$ cat config.mk
export PLATFORM = sky130hd
export DESIGN_NAME = stream_find_replace
export DESIGN_NICKNAME = d
export VERILOG_FILES = /design/src/hdl/sfr_pkg.sv /design/src/hdl/sfr_front.sv /design/src/hdl/sfr_queue.sv /design/src/hdl/sfr_back.sv /design/src/hdl/stream_find_replace.sv
export VERILOG_INCLUDE_DIRS = /design/src /design/src/hdl
export SDC_FILE = /design/constraint.sdc
export NUM_CORES = 1
export LEC_CHECK = 0
export BUFFER_PORTS_ARGS = -buffer_cell sky130_fd_sc_hd__buf_2
export CORE_MARGIN = 2
export CORE_UTILIZATION = 60
export CTS_CLUSTER_SIZE = 12
export DETAILED_ROUTE_END_ITERATION = 8
export GPL_TIMING_DRIVEN = 0
export PLACE_DENSITY = 0.73
export SLEW_MARGIN = 10
export SYNTH_ARGS = -nofsm -noshare
export SYNTH_HDL_FRONTEND = slang
export SYNTH_HIERARCHICAL = 1
export SYNTH_SLANG_ARGS = --single-unit
$ cat constraint.sdc
create_clock -name clk_i -period 23.4 [get_ports clk_i]
set_input_delay 3.51 -clock clk_i [delete_from_list [all_inputs] [get_ports clk_i]]
set_output_delay 3.51 -clock clk_i [all_outputs]
set_load 0.03 [all_outputs]
$ cat src/hdl/stream_find_replace_assert.svh
// Assertion macros for the streaming find-and-replace block.
// Included by the top level; depends on nothing else.
`ifndef STREAM_FIND_REPLACE_ASSERT_SVH
`define STREAM_FIND_REPLACE_ASSERT_SVH

// Check that a condition implies another in the same cycle.
`define SFR_ASSERT_SAME(label, clk, rst_n, pre, con) \
  label: assert property (@(posedge clk) disable iff (!(rst_n)) (pre) |-> (con)) \
    else $error("stream_find_replace: same-cycle check failed");

// Check that a condition implies another in the next cycle.
`define SFR_ASSERT_NEXT(label, clk, rst_n, pre, con) \
  label: assert property (@(posedge clk) disable iff (!(rst_n)) (pre) |=> (con)) \
    else $error("stream_find_replace: next-cycle check failed");

`endif

$ cat src/hdl/sfr_pkg.sv
// Shared types and constants of the streaming find-and-replace block.
// Used by the front, queue, back and top level; depends on nothing.
package sfr_pkg;

  // Byte lanes of one job: pattern and replacement never exceed 16 bytes.
  localparam int unsigned LANES = 16;
  localparam int unsigned LEN_W = 5;
  localparam int unsigned CFG_ADDR_W = 3;
  localparam int unsigned CFG_DATA_W = 64;
  localparam int unsigned QUEUE_DEPTH = 4;
  localparam int unsigned QPTR_W = 2;
  localparam int unsigned QLVL_W = 3;

  // Register indexes of the configuration port.
  localparam logic [CFG_ADDR_W-1:0] CFG_PAT_LO = 3'd0;
  localparam logic [CFG_ADDR_W-1:0] CFG_PAT_HI = 3'd1;
  localparam logic [CFG_ADDR_W-1:0] CFG_PAT_LEN = 3'd2;
  localparam logic [CFG_ADDR_W-1:0] CFG_REP_LO = 3'd3;
  localparam logic [CFG_ADDR_W-1:0] CFG_REP_HI = 3'd4;
  localparam logic [CFG_ADDR_W-1:0] CFG_REP_LEN = 3'd5;

  typedef struct packed {
    logic [2*CFG_DATA_W-1:0] pattern;
    logic [LEN_W-1:0]        pat_len;
    logic [2*CFG_DATA_W-1:0] repl;
    logic [LEN_W-1:0]        rep_len;
  } cfg_t;

  // One classified item: bytes to emit in order, how many, and end mark.
  typedef struct packed {
    logic [LANES-1:0][7:0] data;
    logic [LEN_W-1:0]      count;
    logic                  last;
  } job_t;

  typedef struct packed {
    logic              full;
    logic              empty;
    logic [QLVL_W-1:0] level;
  } queue_stat_t;

endpackage

$ cat src/hdl/sfr_front.sv
// Front end: holds the match window, compares it and classifies each item into a job.
// Depends on sfr_pkg.
module sfr_front import sfr_pkg::*; #(
  parameter int unsigned PATTERN_MAX = 16,
  parameter int unsigned REPLACEMENT_MAX = 16
) (
  input  logic                                    clk_i,
  input  logic                                    rst_ni,
  input  cfg_t                                    cfg_i,
  input  logic                                    win_clear_i,
  input  logic                                    accept_i,
  input  logic [7:0]                              text_byte_i,
  input  logic                                    end_of_text_i,
  output logic                                    job_valid_o,
  output job_t                                    job_o,
  output logic [$clog2(((PATTERN_MAX < 16) ? PATTERN_MAX : 16) + 1)-1:0] win_count_o
);

  localparam int unsigned WIN_CAP = (PATTERN_MAX < 16) ? PATTERN_MAX : 16;
  localparam int unsigned REP_CAP = (REPLACEMENT_MAX < 16) ? REPLACEMENT_MAX : 16;
  localparam int unsigned CNT_W = $clog2(WIN_CAP + 1);

  logic [WIN_CAP-1:0][7:0] win_q, win_d, w, sh;
  logic [CNT_W-1:0]        cnt_q, cnt_d;
  logic [LEN_W-1:0]        plen, rlen, cnt_eff, cnt_next;
  logic                    full_win, match;

  always_comb begin
    plen = (cfg_i.pat_len > LEN_W'(WIN_CAP)) ? LEN_W'(WIN_CAP) : cfg_i.pat_len;
    rlen = (cfg_i.rep_len > LEN_W'(REP_CAP)) ? LEN_W'(REP_CAP) : cfg_i.rep_len;
    cnt_eff = (LEN_W'(cnt_q) >= plen) ? '0 : LEN_W'(cnt_q);
    cnt_next = cnt_eff + LEN_W'(1);
    full_win = (cnt_next == plen);
    // insert the new byte at the fill position
    for (int i = 0; i < WIN_CAP; i++) begin
      w[i] = (LEN_W'(i) == cnt_eff) ? text_byte_i : win_q[i];
    end
    match = 1'b1;
    for (int i = 0; i < WIN_CAP; i++) begin
      if (LEN_W'(i) < plen && w[i] != cfg_i.pattern[8*i +: 8]) begin
        match = 1'b0;
      end
    end
    for (int i = 0; i < WIN_CAP - 1; i++) begin
      sh[i] = w[i+1];
    end
    sh[WIN_CAP-1] = w[WIN_CAP-1];
  end

  always_comb begin
    job_valid_o = 1'b0;
    job_o.data = '0;
    job_o.count = '0;
    job_o.last = end_of_text_i;
    win_d = win_q;
    cnt_d = cnt_q;
    if (plen == '0) begin
      job_valid_o = 1'b1;
      job_o.data[0] = text_byte_i;
      job_o.count = LEN_W'(1);
    end else if (full_win && match) begin
      for (int i = 0; i < REP_CAP; i++) begin
        job_o.data[i] = cfg_i.repl[8*i +: 8];
      end
      job_o.count = rlen;
      job_valid_o = (rlen != '0) || end_of_text_i;
      cnt_d = '0;
    end else if (full_win) begin
      // mismatch: emit the oldest byte; on the last byte flush the rest too
      for (int i = 0; i < WIN_CAP; i++) begin
        job_o.data[i] = w[i];
      end
      job_valid_o = 1'b1;
      if (end_of_text_i) begin
        job_o.count = plen;
        cnt_d = '0;
      end else begin
        job_o.count = LEN_W'(1);
        win_d = sh;
        cnt_d = CNT_W'(plen - LEN_W'(1));
      end
    end else begin
      win_d = w;
      if (end_of_text_i) begin
        for (int i = 0; i < WIN_CAP; i++) begin
          job_o.data[i] = w[i];
        end
        job_o.count = cnt_next;
        job_valid_o = 1'b1;
        cnt_d = '0;
      end else begin
        cnt_d = CNT_W'(cnt_next);
      end
    end
    if (!accept_i) begin
      job_valid_o = 1'b0;
    end
  end

  always_ff @(posedge clk_i or negedge rst_ni) begin
    if (!rst_ni) begin
      cnt_q <= '0;
    end else if (win_clear_i) begin
      cnt_q <= '0;
    end else if (accept_i) begin
      cnt_q <= cnt_d;
    end
  end

  always_ff @(posedge clk_i) begin
    if (accept_i) begin
      win_q <= win_d;
    end
  end

  assign win_count_o = cnt_q;

endmodule

$ cat src/hdl/sfr_queue.sv
// Short job queue between front and back.
// Depends on sfr_pkg.
module sfr_queue import sfr_pkg::*; (
  input  logic        clk_i,
  input  logic        rst_ni,
  input  logic        push_i,
  input  job_t        push_job_i,
  input  logic        pop_i,
  output job_t        head_o,
  output queue_stat_t stat_o
);

  job_t              mem_q [QUEUE_DEPTH];
  logic [QPTR_W-1:0] wr_q, rd_q;
  logic [QLVL_W-1:0] lvl_q;
  logic              do_push, do_pop;

  assign stat_o.full = (lvl_q == QLVL_W'(QUEUE_DEPTH));
  assign stat_o.empty = (lvl_q == '0);
  assign stat_o.level = lvl_q;
  assign do_push = push_i && !stat_o.full;
  assign do_pop = pop_i && !stat_o.empty;
  assign head_o = mem_q[rd_q];

  always_ff @(posedge clk_i) begin
    if (do_push) begin
      mem_q[wr_q] <= push_job_i;
    end
  end

  always_ff @(posedge clk_i or negedge rst_ni) begin
    if (!rst_ni) begin
      wr_q <= '0;
      rd_q <= '0;
      lvl_q <= '0;
    end else begin
      if (do_push) begin
        wr_q <= wr_q + QPTR_W'(1);
      end
      if (do_pop) begin
        rd_q <= rd_q + QPTR_W'(1);
      end
      if (do_push && !do_pop) begin
        lvl_q <= lvl_q + QLVL_W'(1);
      end else if (do_pop && !do_push) begin
        lvl_q <= lvl_q - QLVL_W'(1);
      end
    end
  end

endmodule

$ cat src/hdl/sfr_back.sv
// Back end: expands queued jobs into result bytes, one per cycle while the output register is empty or popped.
// Depends on sfr_pkg.
module sfr_back import sfr_pkg::*; (
  input  logic       clk_i,
  input  logic       rst_ni,
  input  logic       job_valid_i,
  input  job_t       job_i,
  output logic       job_pop_o,
  input  logic       pop_i,
  output logic       empty_o,
  output logic [7:0] out_byte_o,
  output logic       byte_present_o,
  output logic       out_last_o
);

  logic [LEN_W-1:0] idx_q, idx_d;
  logic             valid_q, advance, final_byte;
  logic [7:0]       byte_q;
  logic             present_q, last_q;

  assign advance = !valid_q || pop_i;
  assign final_byte = (job_i.count == '0) || (idx_q == job_i.count - LEN_W'(1));
  assign job_pop_o = job_valid_i && advance && final_byte;
  assign idx_d = final_byte ? '0 : idx_q + LEN_W'(1);

  always_ff @(posedge clk_i or negedge rst_ni) begin
    if (!rst_ni) begin
      valid_q <= 1'b0;
      idx_q <= '0;
    end else if (advance) begin
      valid_q <= job_valid_i;
      if (job_valid_i) begin
        idx_q <= idx_d;
      end
    end
  end

  always_ff @(posedge clk_i) begin
    if (advance && job_valid_i) begin
      if (job_i.count == '0) begin
        byte_q <= 8'h00;
        present_q <= 1'b0;
      end else begin
        byte_q <= job_i.data[idx_q[$clog2(LANES)-1:0]];
        present_q <= 1'b1;
      end
      last_q <= job_i.last && final_byte;
    end
  end

  assign empty_o = !valid_q;
  assign out_byte_o = byte_q;
  assign byte_present_o = present_q;
  assign out_last_o = last_q;

endmodule

$ cat src/hdl/stream_find_replace.sv
// Top level of the streaming find-and-replace block: configuration registers,
// front end, job queue and back end. Depends on sfr_pkg and the assertion header.
//
//   channel   direction  handshake           payload
//   text in   input      push_i / full_o     text_byte_i, end_of_text_i
//   results   output     pop_i / empty_o     out_byte_o, byte_present_o, out_last_o
//   config    input      cfg_we_i            cfg_addr_i, cfg_wdata_i
//
// One text byte is accepted per cycle while the four-entry job queue has room.
// A result byte leaves per cycle while pop_i is high; a match with an n-byte
// replacement, or a flush at end of text, becomes n result bytes in the back
// end while the queue fills, and input stalls only once four jobs wait.
// The job of an item is written into the queue at its accepting edge and is
// then loaded into the output register that drives the result ports.
// Reset clears the window fill, the queue and the output valid flag; a write of
// pattern_length also drops the bytes held in the window.
`include "stream_find_replace_assert.svh"
module stream_find_replace import sfr_pkg::*; #(
  parameter int unsigned PATTERN_MAX = 16,
  parameter int unsigned REPLACEMENT_MAX = 16
) (
  input  logic                  clk_i,
  input  logic                  rst_ni,
  input  logic                  cfg_we_i,
  input  logic [CFG_ADDR_W-1:0] cfg_addr_i,
  input  logic [CFG_DATA_W-1:0] cfg_wdata_i,
  input  logic                  push_i,
  output logic                  full_o,
  input  logic [7:0]            text_byte_i,
  input  logic                  end_of_text_i,
  output logic                  empty_o,
  input  logic                  pop_i,
  output logic [7:0]            out_byte_o,
  output logic                  byte_present_o,
  output logic                  out_last_o
);

  localparam int unsigned WIN_CAP = (PATTERN_MAX < 16) ? PATTERN_MAX : 16;
  localparam int unsigned CNT_W = $clog2(WIN_CAP + 1);

  cfg_t             cfg_q;
  logic             accept, pat_len_wr;
  logic             job_valid, job_pop;
  job_t             job, head;
  queue_stat_t      qstat;
  logic [CNT_W-1:0] win_count;

  // Configuration registers; the user must write them only while the block is idle, which the block does not enforce.
  assign pat_len_wr = cfg_we_i && (cfg_addr_i == CFG_PAT_LEN);

  always_ff @(posedge clk_i or negedge rst_ni) begin
    if (!rst_ni) begin
      cfg_q <= '0;
    end else if (cfg_we_i) begin
      unique case (cfg_addr_i)
        CFG_PAT_LO:  cfg_q.pattern[CFG_DATA_W-1:0] <= cfg_wdata_i;
        CFG_PAT_HI:  cfg_q.pattern[2*CFG_DATA_W-1:CFG_DATA_W] <= cfg_wdata_i;
        CFG_PAT_LEN: cfg_q.pat_len <= cfg_wdata_i[LEN_W-1:0];
        CFG_REP_LO:  cfg_q.repl[CFG_DATA_W-1:0] <= cfg_wdata_i;
        CFG_REP_HI:  cfg_q.repl[2*CFG_DATA_W-1:CFG_DATA_W] <= cfg_wdata_i;
        CFG_REP_LEN: cfg_q.rep_len <= cfg_wdata_i[LEN_W-1:0];
        default: ;
      endcase
    end
  end

  // Hold input whenever the queue cannot take another job.
  assign full_o = qstat.full;
  assign accept = push_i && !full_o;

  sfr_front #(
    .PATTERN_MAX    (PATTERN_MAX),
    .REPLACEMENT_MAX(REPLACEMENT_MAX)
  ) u_front (
    .clk_i        (clk_i),
    .rst_ni       (rst_ni),
    .cfg_i        (cfg_q),
    .win_clear_i  (pat_len_wr),
    .accept_i     (accept),
    .text_byte_i  (text_byte_i),
    .end_of_text_i(end_of_text_i),
    .job_valid_o  (job_valid),
    .job_o        (job),
    .win_count_o  (win_count)
  );

  sfr_queue u_queue (
    .clk_i     (clk_i),
    .rst_ni    (rst_ni),
    .push_i    (job_valid),
    .push_job_i(job),
    .pop_i     (job_pop),
    .head_o    (head),
    .stat_o    (qstat)
  );

  sfr_back u_back (
    .clk_i         (clk_i),
    .rst_ni        (rst_ni),
    .job_valid_i   (!qstat.empty),
    .job_i         (head),
    .job_pop_o     (job_pop),
    .pop_i         (pop_i),
    .empty_o       (empty_o),
    .out_byte_o    (out_byte_o),
    .byte_present_o(byte_present_o),
    .out_last_o    (out_last_o)
  );

  // An empty end marker is always the final result and carries a zero byte.
  `SFR_ASSERT_SAME(a_marker_last, clk_i, rst_ni, !empty_o && !byte_present_o, out_last_o && out_byte_o == 8'h00)
  // The queue never holds more jobs than it has entries.
  `SFR_ASSERT_SAME(a_queue_level, clk_i, rst_ni, 1'b1, qstat.level <= QLVL_W'(QUEUE_DEPTH))
  // The end of a text, or a new pattern length, leaves the window empty.
  `SFR_ASSERT_NEXT(a_window_flushed, clk_i, rst_ni, (accept && end_of_text_i) || pat_len_wr, win_count == '0)

endmodule
### Word-level counts from Yosys, hierarchy flattened

Memory sizes are Yosys's and may differ from the RTL's.
Index checks and enable logic that the tools add are counted.

* flip-flop bits (word level): 422
* memory bits (writable): 536
* bits of input ports: 81
* output and inout bits: 12
* logic and storage cells: 218
* memories kept: 1

Memories
* u_queue.mem_q: words 4, bits a word 134, rd ports 1, clocked after Yosys merged registers in 0, write ports 1, line sfr_queue.sv:13 `job_t mem_q [QUEUE_DEPTH];`

* $add $sub $neg: 8
* magnitude comparators: 20
* eq/ne operators: 41
* multiplexer cells: 63
* bitwise operators: 3
* reductions and logical operators: 51

Operator list (count)
* 2-to-1 mux 133 bit: 3
* 2-to-1 mux 128 bit: 2
* 2-to-1 mux 8 bit: 17
* inequality test 8 bit: 16
* 2-to-1 mux 120 bit: 1
* 2-to-1 mux 5 bit: 12
* == test 4 x 5 -> 1 bit, first input constant: 8
* < comparator 4 x 5 -> 1 bit, first input constant: 8
* binary-select mux 8 bit (select 4 bit): 1
* logical AND 1 bit: 26
* 2-to-1 mux 1 bit: 24
* == test 3 x 5 -> 1 bit, first input constant: 4
* < comparator 3 x 5 -> 1 bit, first input constant: 4
* AND reduction 2 bit: 8
* zero test 5 bit: 3
* 2-to-1 mux 13 bit: 1
* adder 5 x 1 -> 5 bit, second input constant: 2
* == test 2 x 5 -> 1 bit, first input constant: 2
* == test 5 bit: 2
* > comparator 5 bit, second input constant: 2
* < comparator 1 x 5 -> 1 bit, first input constant: 2
* < comparator 2 x 5 -> 1 bit, first input constant: 2
* subtractor 5 x 1 -> 5 bit, second input constant: 2
* == test 3 bit, second input constant: 3
* other kinds (17): 31

### Longest topological paths before layout

* depth after elaboration: 33
* depth in mapped cells: 36
* gate-level depth less buffers: 29

### Modules after synthesis

The synthesis kept the hierarchy.

By module, submodules not included
* sfr_queue: times used 1, cells each 736, area an instance 19705.1 sq um, sequential area each 16270.6 sq um
* sfr_front: times used 1, cells each 1453, area an instance 13372.8 sq um, sequential area each 3968.8 sq um
* stream_find_replace: times used 1, cells each 569, area an instance 10669.0 sq um, sequential area each 6656.4 sq um
* sfr_back: times used 1, cells each 184, area an instance 2039.5 sq um, sequential area each 450.4 sq um

### Worst setup path before layout

Ideal clock, no wire load.

* path type: input -> register
* from: input port text_byte_i[6]
* to: register u_front/win_q[0] (netlist bit) (enable)
* library setup time: 804 ps
* arrival: 14876 ps
* data required time: 22596 ps
* path slack: 7720 ps
* stages on the path: 12
* path buffers: 5
* cells stage by stage: clkbuf_1 > buf_1 > clkbuf_1 > mux2i_1 > xnor2_1 > nor4_1 > o2bb2ai_1 > nand4_2 > nor4_4 > buf_6 > buf_6 > a211oi_1

* word-level cells in the longest chain between the ends: 22
* elaborated cells between the ends (all ways): 67
* classes of those cells: eq/ne (16); mux (32); bitwise (1); reduce/logical (18)

RTL lines
* from (decl): line stream_find_replace.sv:29 `input logic [7:0] text_byte_i,`
* 2-to-1 mux 8 bit: line sfr_front.sv:36 `w[i] = (LEN_W'(i) == cnt_eff) ? text_byte_i : win_q[i];`
* inequality test 8 bit: line sfr_front.sv:40 `if (LEN_W'(i) < plen && w[i] != cfg_i.pattern[8*i +: 8]) begin`
* logical AND 1 bit: line sfr_front.sv:40
* 2-to-1 mux 1 bit (15 in series): line sfr_front.sv:40
* 2-to-1 mux 1 bit *: line sfr_front.sv:40
* logical AND 1 bit *: line sfr_front.sv:61 `end else if (full_win && match) begin`
* inverter 1 bit (no line) *
* AND reduction 4 bit (no line) *
* to (signal assigned): line sfr_front.sv:112 `win_q <= win_d;`
* to (decl): line sfr_front.sv:23 `logic [WIN_CAP-1:0][7:0] win_q, win_d, w, sh;`

Every way passes the cells marked *; elsewhere a longest branch is shown, timed or not.
A chain may end at the register's enable or synchronous reset.

### Final worst setup path

* from: input port text_byte_i[3]
* to: register u_queue.lvl_q[1]

* word-level cells in the longest chain between the ends: 27
* elaborated cells between the ends (all ways): 74
* classes of those cells: eq/ne (16); mux (36); reduce/logical (22)

RTL lines
* 2-to-1 mux 8 bit: line sfr_front.sv:36
* inequality test 8 bit: line sfr_front.sv:40
* logical AND 1 bit: line sfr_front.sv:40
* 2-to-1 mux 1 bit (15 in series): line sfr_front.sv:40
* 2-to-1 mux 1 bit *: line sfr_front.sv:40
* logical AND 1 bit *: line sfr_front.sv:61
* 2-to-1 mux 1 bit *: line sfr_front.sv:61
* 2-to-1 mux 1 bit *: line sfr_front.sv:57 `if (plen == '0) begin`
* 2-to-1 mux 1 bit *: line sfr_front.sv:95 `if (!accept_i) begin`
* via job_valid: line stream_find_replace.sv:43 `logic job_valid, job_pop;`
* logical AND 1 bit *: line sfr_queue.sv:21 `assign do_push = push_i && !stat_o.full;`
* via u_queue.do_push: line sfr_queue.sv:16 `logic do_push, do_pop;`
* zero test 1 bit: line sfr_queue.sv:45 `end else if (do_pop && !do_push) begin`
* logical AND 1 bit: line sfr_queue.sv:45
* nonzero test 2 bit (no line)
* to (signal assigned): line sfr_queue.sv:44 `lvl_q <= lvl_q + QLVL_W'(1);`
* to (signal assigned): line sfr_queue.sv:46 `lvl_q <= lvl_q - QLVL_W'(1);`
* to (decl): line sfr_queue.sv:15 `logic [QLVL_W-1:0] lvl_q;`

Mark *: on every way through the listed nets, which the timed path passes. The rest lies on a longest branch.

==> reports/results.env <==
RUN_STATUS='finished with violations'
VIOLATIONS='max-capacitance violations'
REMAINING_NUMBER_OF_NETS_FLAGGED_BY_THE_ANTENNA_CHECK_AFTER_ROUTING=0
GLOBAL_ROUTE_WIRE_LENGTH_BEFORE_REPAIR_UM=201000
P_LEAK_nW=18.5
NUM_ROWS=101
MAXIMUM_NUMBER_OF_BUFFERS_FROM_CLOCK_ROOT_TO_SINK=3
VIAS_PER_CELL=6.64
SYN_AREA_PER_CELL_UM2=15.6
TIMING.FINAL.CRIT_SHARE_PCT=44.7
FMAX_GHz=0.0955
HOLD_PATH.CLASS='reg2reg'
HOLD-PATH-ENDPOINT='u_queue/lvl_q[2]$_DFFE_PN0P_'
CRIT_PATH_REQUIRED_TIME_NS=23.95
TIMING.HOLD.WORST_PATH_DEPTH=1
WL_PER_CELL_UM=33.5
CRITPATHLAUNCHTYPE='input pin'
PWR_DENSITY_CELL_nW_PER_UM2=127
SETUP.REG_TO_REG.WORST_SLACK_NS=13.91
MIN_CYCLE_TIME_LAYOUT_NS=10.47
DRT-PASS1-ITER-COUNT=6
GRT_USE_TOTAL_PCT=36.4
SYNTH-SEQ-CELLS=958
TIMING.RR.END='u_queue/lvl_q[1]$_DFFE_PN0P_'
TIMING.CRITICAL_PATH.TO_TYPE='flip-flop'
DRTITER0DRC=3477
IO_PINS=93
HIGHEST_COUNT_CELLS_IN_THE_LAYOUT_IGNORING_FILL_AND_TAPS='sky130_fd_sc_hd__edfxtp_1 (674), sky130_fd_sc_hd__mux2i_1 (394), sky130_fd_sc_hd__dfrtp_1 (284), sky130_fd_sc_hd__nand2_1 (169), sky130_fd_sc_hd__mux4_2 (150)'
REPORT.FINAL.HOLD_VIOL_COUNT=0
FINALMAXSLEWVIOLATIONS=0
HPWL_UM=101000
SLEW_HR_PCT=0.935
FILLCELLCOUNT=5152
RSZ_0062_RAISED_AFTER_GLOBAL_ROUTING='false'
ROUTE.VIAS.TOTAL=28000
TRITONCTS_CLOCK_TREE='yes'
LAYOUT_SETUP_WS_NS=12.93
CLOCK_TREE.ROOT_CELL='sky130_fd_sc_hd__clkbuf_16'
CLKLATENCYLATEPIN_NS=0.68
YOSYSUNIQUECELLTYPES=83
AREA_ENCLOSED_BY_THE_DIE_BOUNDARY_UM2=78500
ANTENNA_FOUND_INITIAL=5
CP_DATA_ARRIVAL_TIME_NS=11.02
REGTOREGSTARTPOINT='cfg_q[137]$_DFFE_PN0P_'
H-TREE-DEPTH=3
HOLD_PATH_STARTPOINT='u_queue/lvl_q[2]$_DFFE_PN0P_'
CP_MAX_FO=10
CLK_PIN_SLEW_NS=0.06
FINAL_COMMON_CELL='sky130_fd_sc_hd__edfxtp_1'
NUMBER_OF_BUFFERS_INSERTED_BY_PORT_BUFFERING=86
NUMBER_OF_SINKS_DRIVEN_BY_THE_CLOCK_TREE=958
FIRST_GLOBAL_VIAS=28100
WORST-SLEW-PIN-TRANSITION_NS=1.45
SYNTH.YOSYS.SEQ_AREA_SHARE_PCT=59.7
FIN_NETS=3254
SETUP_VIOL=0
YS.WARNINGS.COUNT=6
DIE_W_UM=280
PRECTSSETUPSLACK_NS=12.48
POST_ROUTE_CELLS_DRIVE_ABOVE_1_SHARE_PCT=24.5
SETUP.WORST_PATH.CLASS='in2reg'
FINALPOWER_mW=6.50
FLOORPLAN.INITIALDENSITY_PCT=60.5
R2R_CELLS=31
POSTLAYOUTCOREUTIL_PCT=67.6
DRC=0
COREAREA_UM2=75700
GRT_START_MAX_NET_PINS=110
SYNTH_NETS=3043
GRT_OVERFLOW_TOTAL=0
SYNTH-ASYNC-RESET-RATIO_PCT=29.6
CTS-RESIZED-GATES=0
SYNTHESIS.AREA_UM2=45800
CTS_MADE_BUFFERS=101
MAX-VDD-IR-DROP_uV=74.0
FIN_SKEW_NS=0.0455
MAX-CAP-VIOLATIONS=1
CTS-HOLD-FIX-BUFFERS=0
SYNTH_ENABLE_FLOP_CELLS=674
NETLIST_INSTANCES=2942
ROUTE.FINAL.WIRE_LENGTH_UM=141000
WEIGHTED_CONGESTION_AT_THE_END_OF_ROUTABILITY_DRIVEN_GLOBAL_PLACEMENT=0.974
SYNTHFLOPTYPE='sky130_fd_sc_hd__edfxtp_1'
SYN_TO_FINAL_GROWTH_PCT=11.8
HEIGHT_OF_THE_CHIP_UM=280
POST-CTS-SETUP-BUFFER-COUNT=0
-- per-stage QoR --
stage               std cells  TNS [ns]  hold WS, ns  area (um^2)
floorplan                2942         0        0.447        45800
global placement         4006    -49.17        0.464        47400
detailed placement       4028         0        0.470        47900
CTS                      4211         0        0.490        51200
global route             4211         0        0.516        51200
finish                   4219         0        0.494        51200
-- how the worst max path moves through the flow --
stage | slack (ns) | end | from | depth (start not counted)
2_1_floorplan | 7.72 | u_front/win_q[0]$_DFFE_PP_ | text_byte_i[6] | 12
3_3_place_gp | -0.39 | u_front/win_q[106]$_DFFE_PP_ | text_byte_i[6] | 12
3_5_place_dp | 12.48 | u_queue/lvl_q[1]$_DFFE_PN0P_ | text_byte_i[3] | 17
4_1_cts | 13.20 | u_queue/lvl_q[1]$_DFFE_PN0P_ | text_byte_i[6] | 18
5_1_grt | 13.20 | u_queue/lvl_q[1]$_DFFE_PN0P_ | text_byte_i[6] | 18
6_report | 12.93 | u_queue/lvl_q[1]$_DFFE_PN0P_ | text_byte_i[3] | 17
-- Yosys cell counts, types with 15 or more instances --
master	count	area [um^2]
sky130_fd_sc_hd__mux2_2	140	1580
sky130_fd_sc_hd__clkbuf_1	81	304
sky130_fd_sc_hd__o221ai_1	18	158
sky130_fd_sc_hd__buf_6	17	191
sky130_fd_sc_hd__mux2_4	130	1950
sky130_fd_sc_hd__buf_1	17	63.8
sky130_fd_sc_hd__edfxtp_1	674	20200
sky130_fd_sc_hd__ha_1	19	238
sky130_fd_sc_hd__nor2_1	48	180
sky130_fd_sc_hd__a21oi_1	51	255
sky130_fd_sc_hd__dfrtp_1	284	7110
sky130_fd_sc_hd__mux2i_1	394	3940
sky130_fd_sc_hd__o22ai_1	15	93.8
sky130_fd_sc_hd__nand3_1	32	160
sky130_fd_sc_hd__nand4_1	20	125
sky130_fd_sc_hd__nor4_1	15	93.8
sky130_fd_sc_hd__inv_1	82	308
sky130_fd_sc_hd__buf_2	38	190
sky130_fd_sc_hd__nand2_1	169	634
sky130_fd_sc_hd__buf_12	18	360
sky130_fd_sc_hd__mux4_2	150	3380
sky130_fd_sc_hd__xnor2_1	78	683
sky130_fd_sc_hd__xor2_1	72	631
sky130_fd_sc_hd__or3_1	114	713
-- critical path, stage by stage --
cell	delay (ns)
sky130_fd_sc_hd__clkbuf_1	0.59
sky130_fd_sc_hd__clkbuf_1	1.06
sky130_fd_sc_hd__clkbuf_1	0.94
sky130_fd_sc_hd__a21oi_1	0.45
sky130_fd_sc_hd__a2111oi_0	1.34
sky130_fd_sc_hd__a21o_1	0.25
sky130_fd_sc_hd__nand4_2	0.16
sky130_fd_sc_hd__nor4_4	0.35
sky130_fd_sc_hd__buf_6	0.28
sky130_fd_sc_hd__buf_6	0.23
sky130_fd_sc_hd__a21oi_1	0.32
sky130_fd_sc_hd__nor2b_1	0.25
sky130_fd_sc_hd__buf_2	0.22
sky130_fd_sc_hd__ha_1	0.24
sky130_fd_sc_hd__inv_1	0.08
sky130_fd_sc_hd__fa_1	0.41
sky130_fd_sc_hd__mux2_2	0.27
-- power by group --
group | total, mW | switching [mW] | internal [mW]
Clock | 1.57 | 0.672 | 0.900
Combinational | 2.37 | 1.46 | 0.911
Sequential | 2.56 | 0.198 | 2.36
Total | 6.50 | 2.33 | 4.17
-- per-layer routing --
| layer | routed length (um) | vias up | track usage (%) |
|---|---|---|---|
| li1 | - | 11700 | - |
| met1 | 54300 | 14500 | 48.8 |
| met2 | 64700 | 1489 | 55.9 |
| met3 | 15300 | 278 | 10.3 |
| met4 | 6810 | 2 | 16.1 |
| met5 | 8 | - | 0 |
-- kinds of logic (layout without fill, tap and decap cells) --
| logic type | Yosys count | count (layout) | synth area share, % |
|---|---|---|---|
| AOI/OAI and AO/OA | 231 | 231 | 3.73 |
| xor gates and xnor gates | 150 | 150 | 2.87 |
| adders and majority gates | 20 | 20 | 0.563 |
| buffers and inverters | 279 | 570 | 3.70 |
| DFF | 958 | 958 | 59.7 |
| muxes | 815 | 815 | 23.7 |
| other | 0 | 8 | 0 |
| and+or+nand+nor | 489 | 489 | 5.69 |
-- registers in the layout, summed over array words and instances (netlist names) --
| name | count |
|---|---|
| cfg_q | 266 |
| u_back/byte_present_o | 1 |
| u_back/idx_q | 5 |
| u_back/out_byte_o | 8 |
| u_back/out_last_o | 1 |
| u_back/valid_q | 1 |
| u_front/win_count_o | 5 |
| u_front/win_q | 128 |
| u_queue/lvl_q | 3 |
| u_queue/mem_q | 536 |
| u_queue/rd_q | 2 |
| u_queue/wr_q | 2 |
-- layout make-up --
class / instances / area, um^2 / share of cell area (%)
flip-flops and latches: 958 / 27300 / 53.4
clock inverters: 24 / 314 / 0.613
plain buffers: 197 / 1390 / 2.72
well taps: 978 / 1220 / 2.39
clock buffers: 159 / 2940 / 5.74
inverters: 82 / 308 / 0.601
repair buffers: 108 / 888 / 1.73
diodes: 8 / 20.0 / 0.0391
multi-input cells: 1705 / 16800 / 32.8
Power figures use the tool's default switching activity.
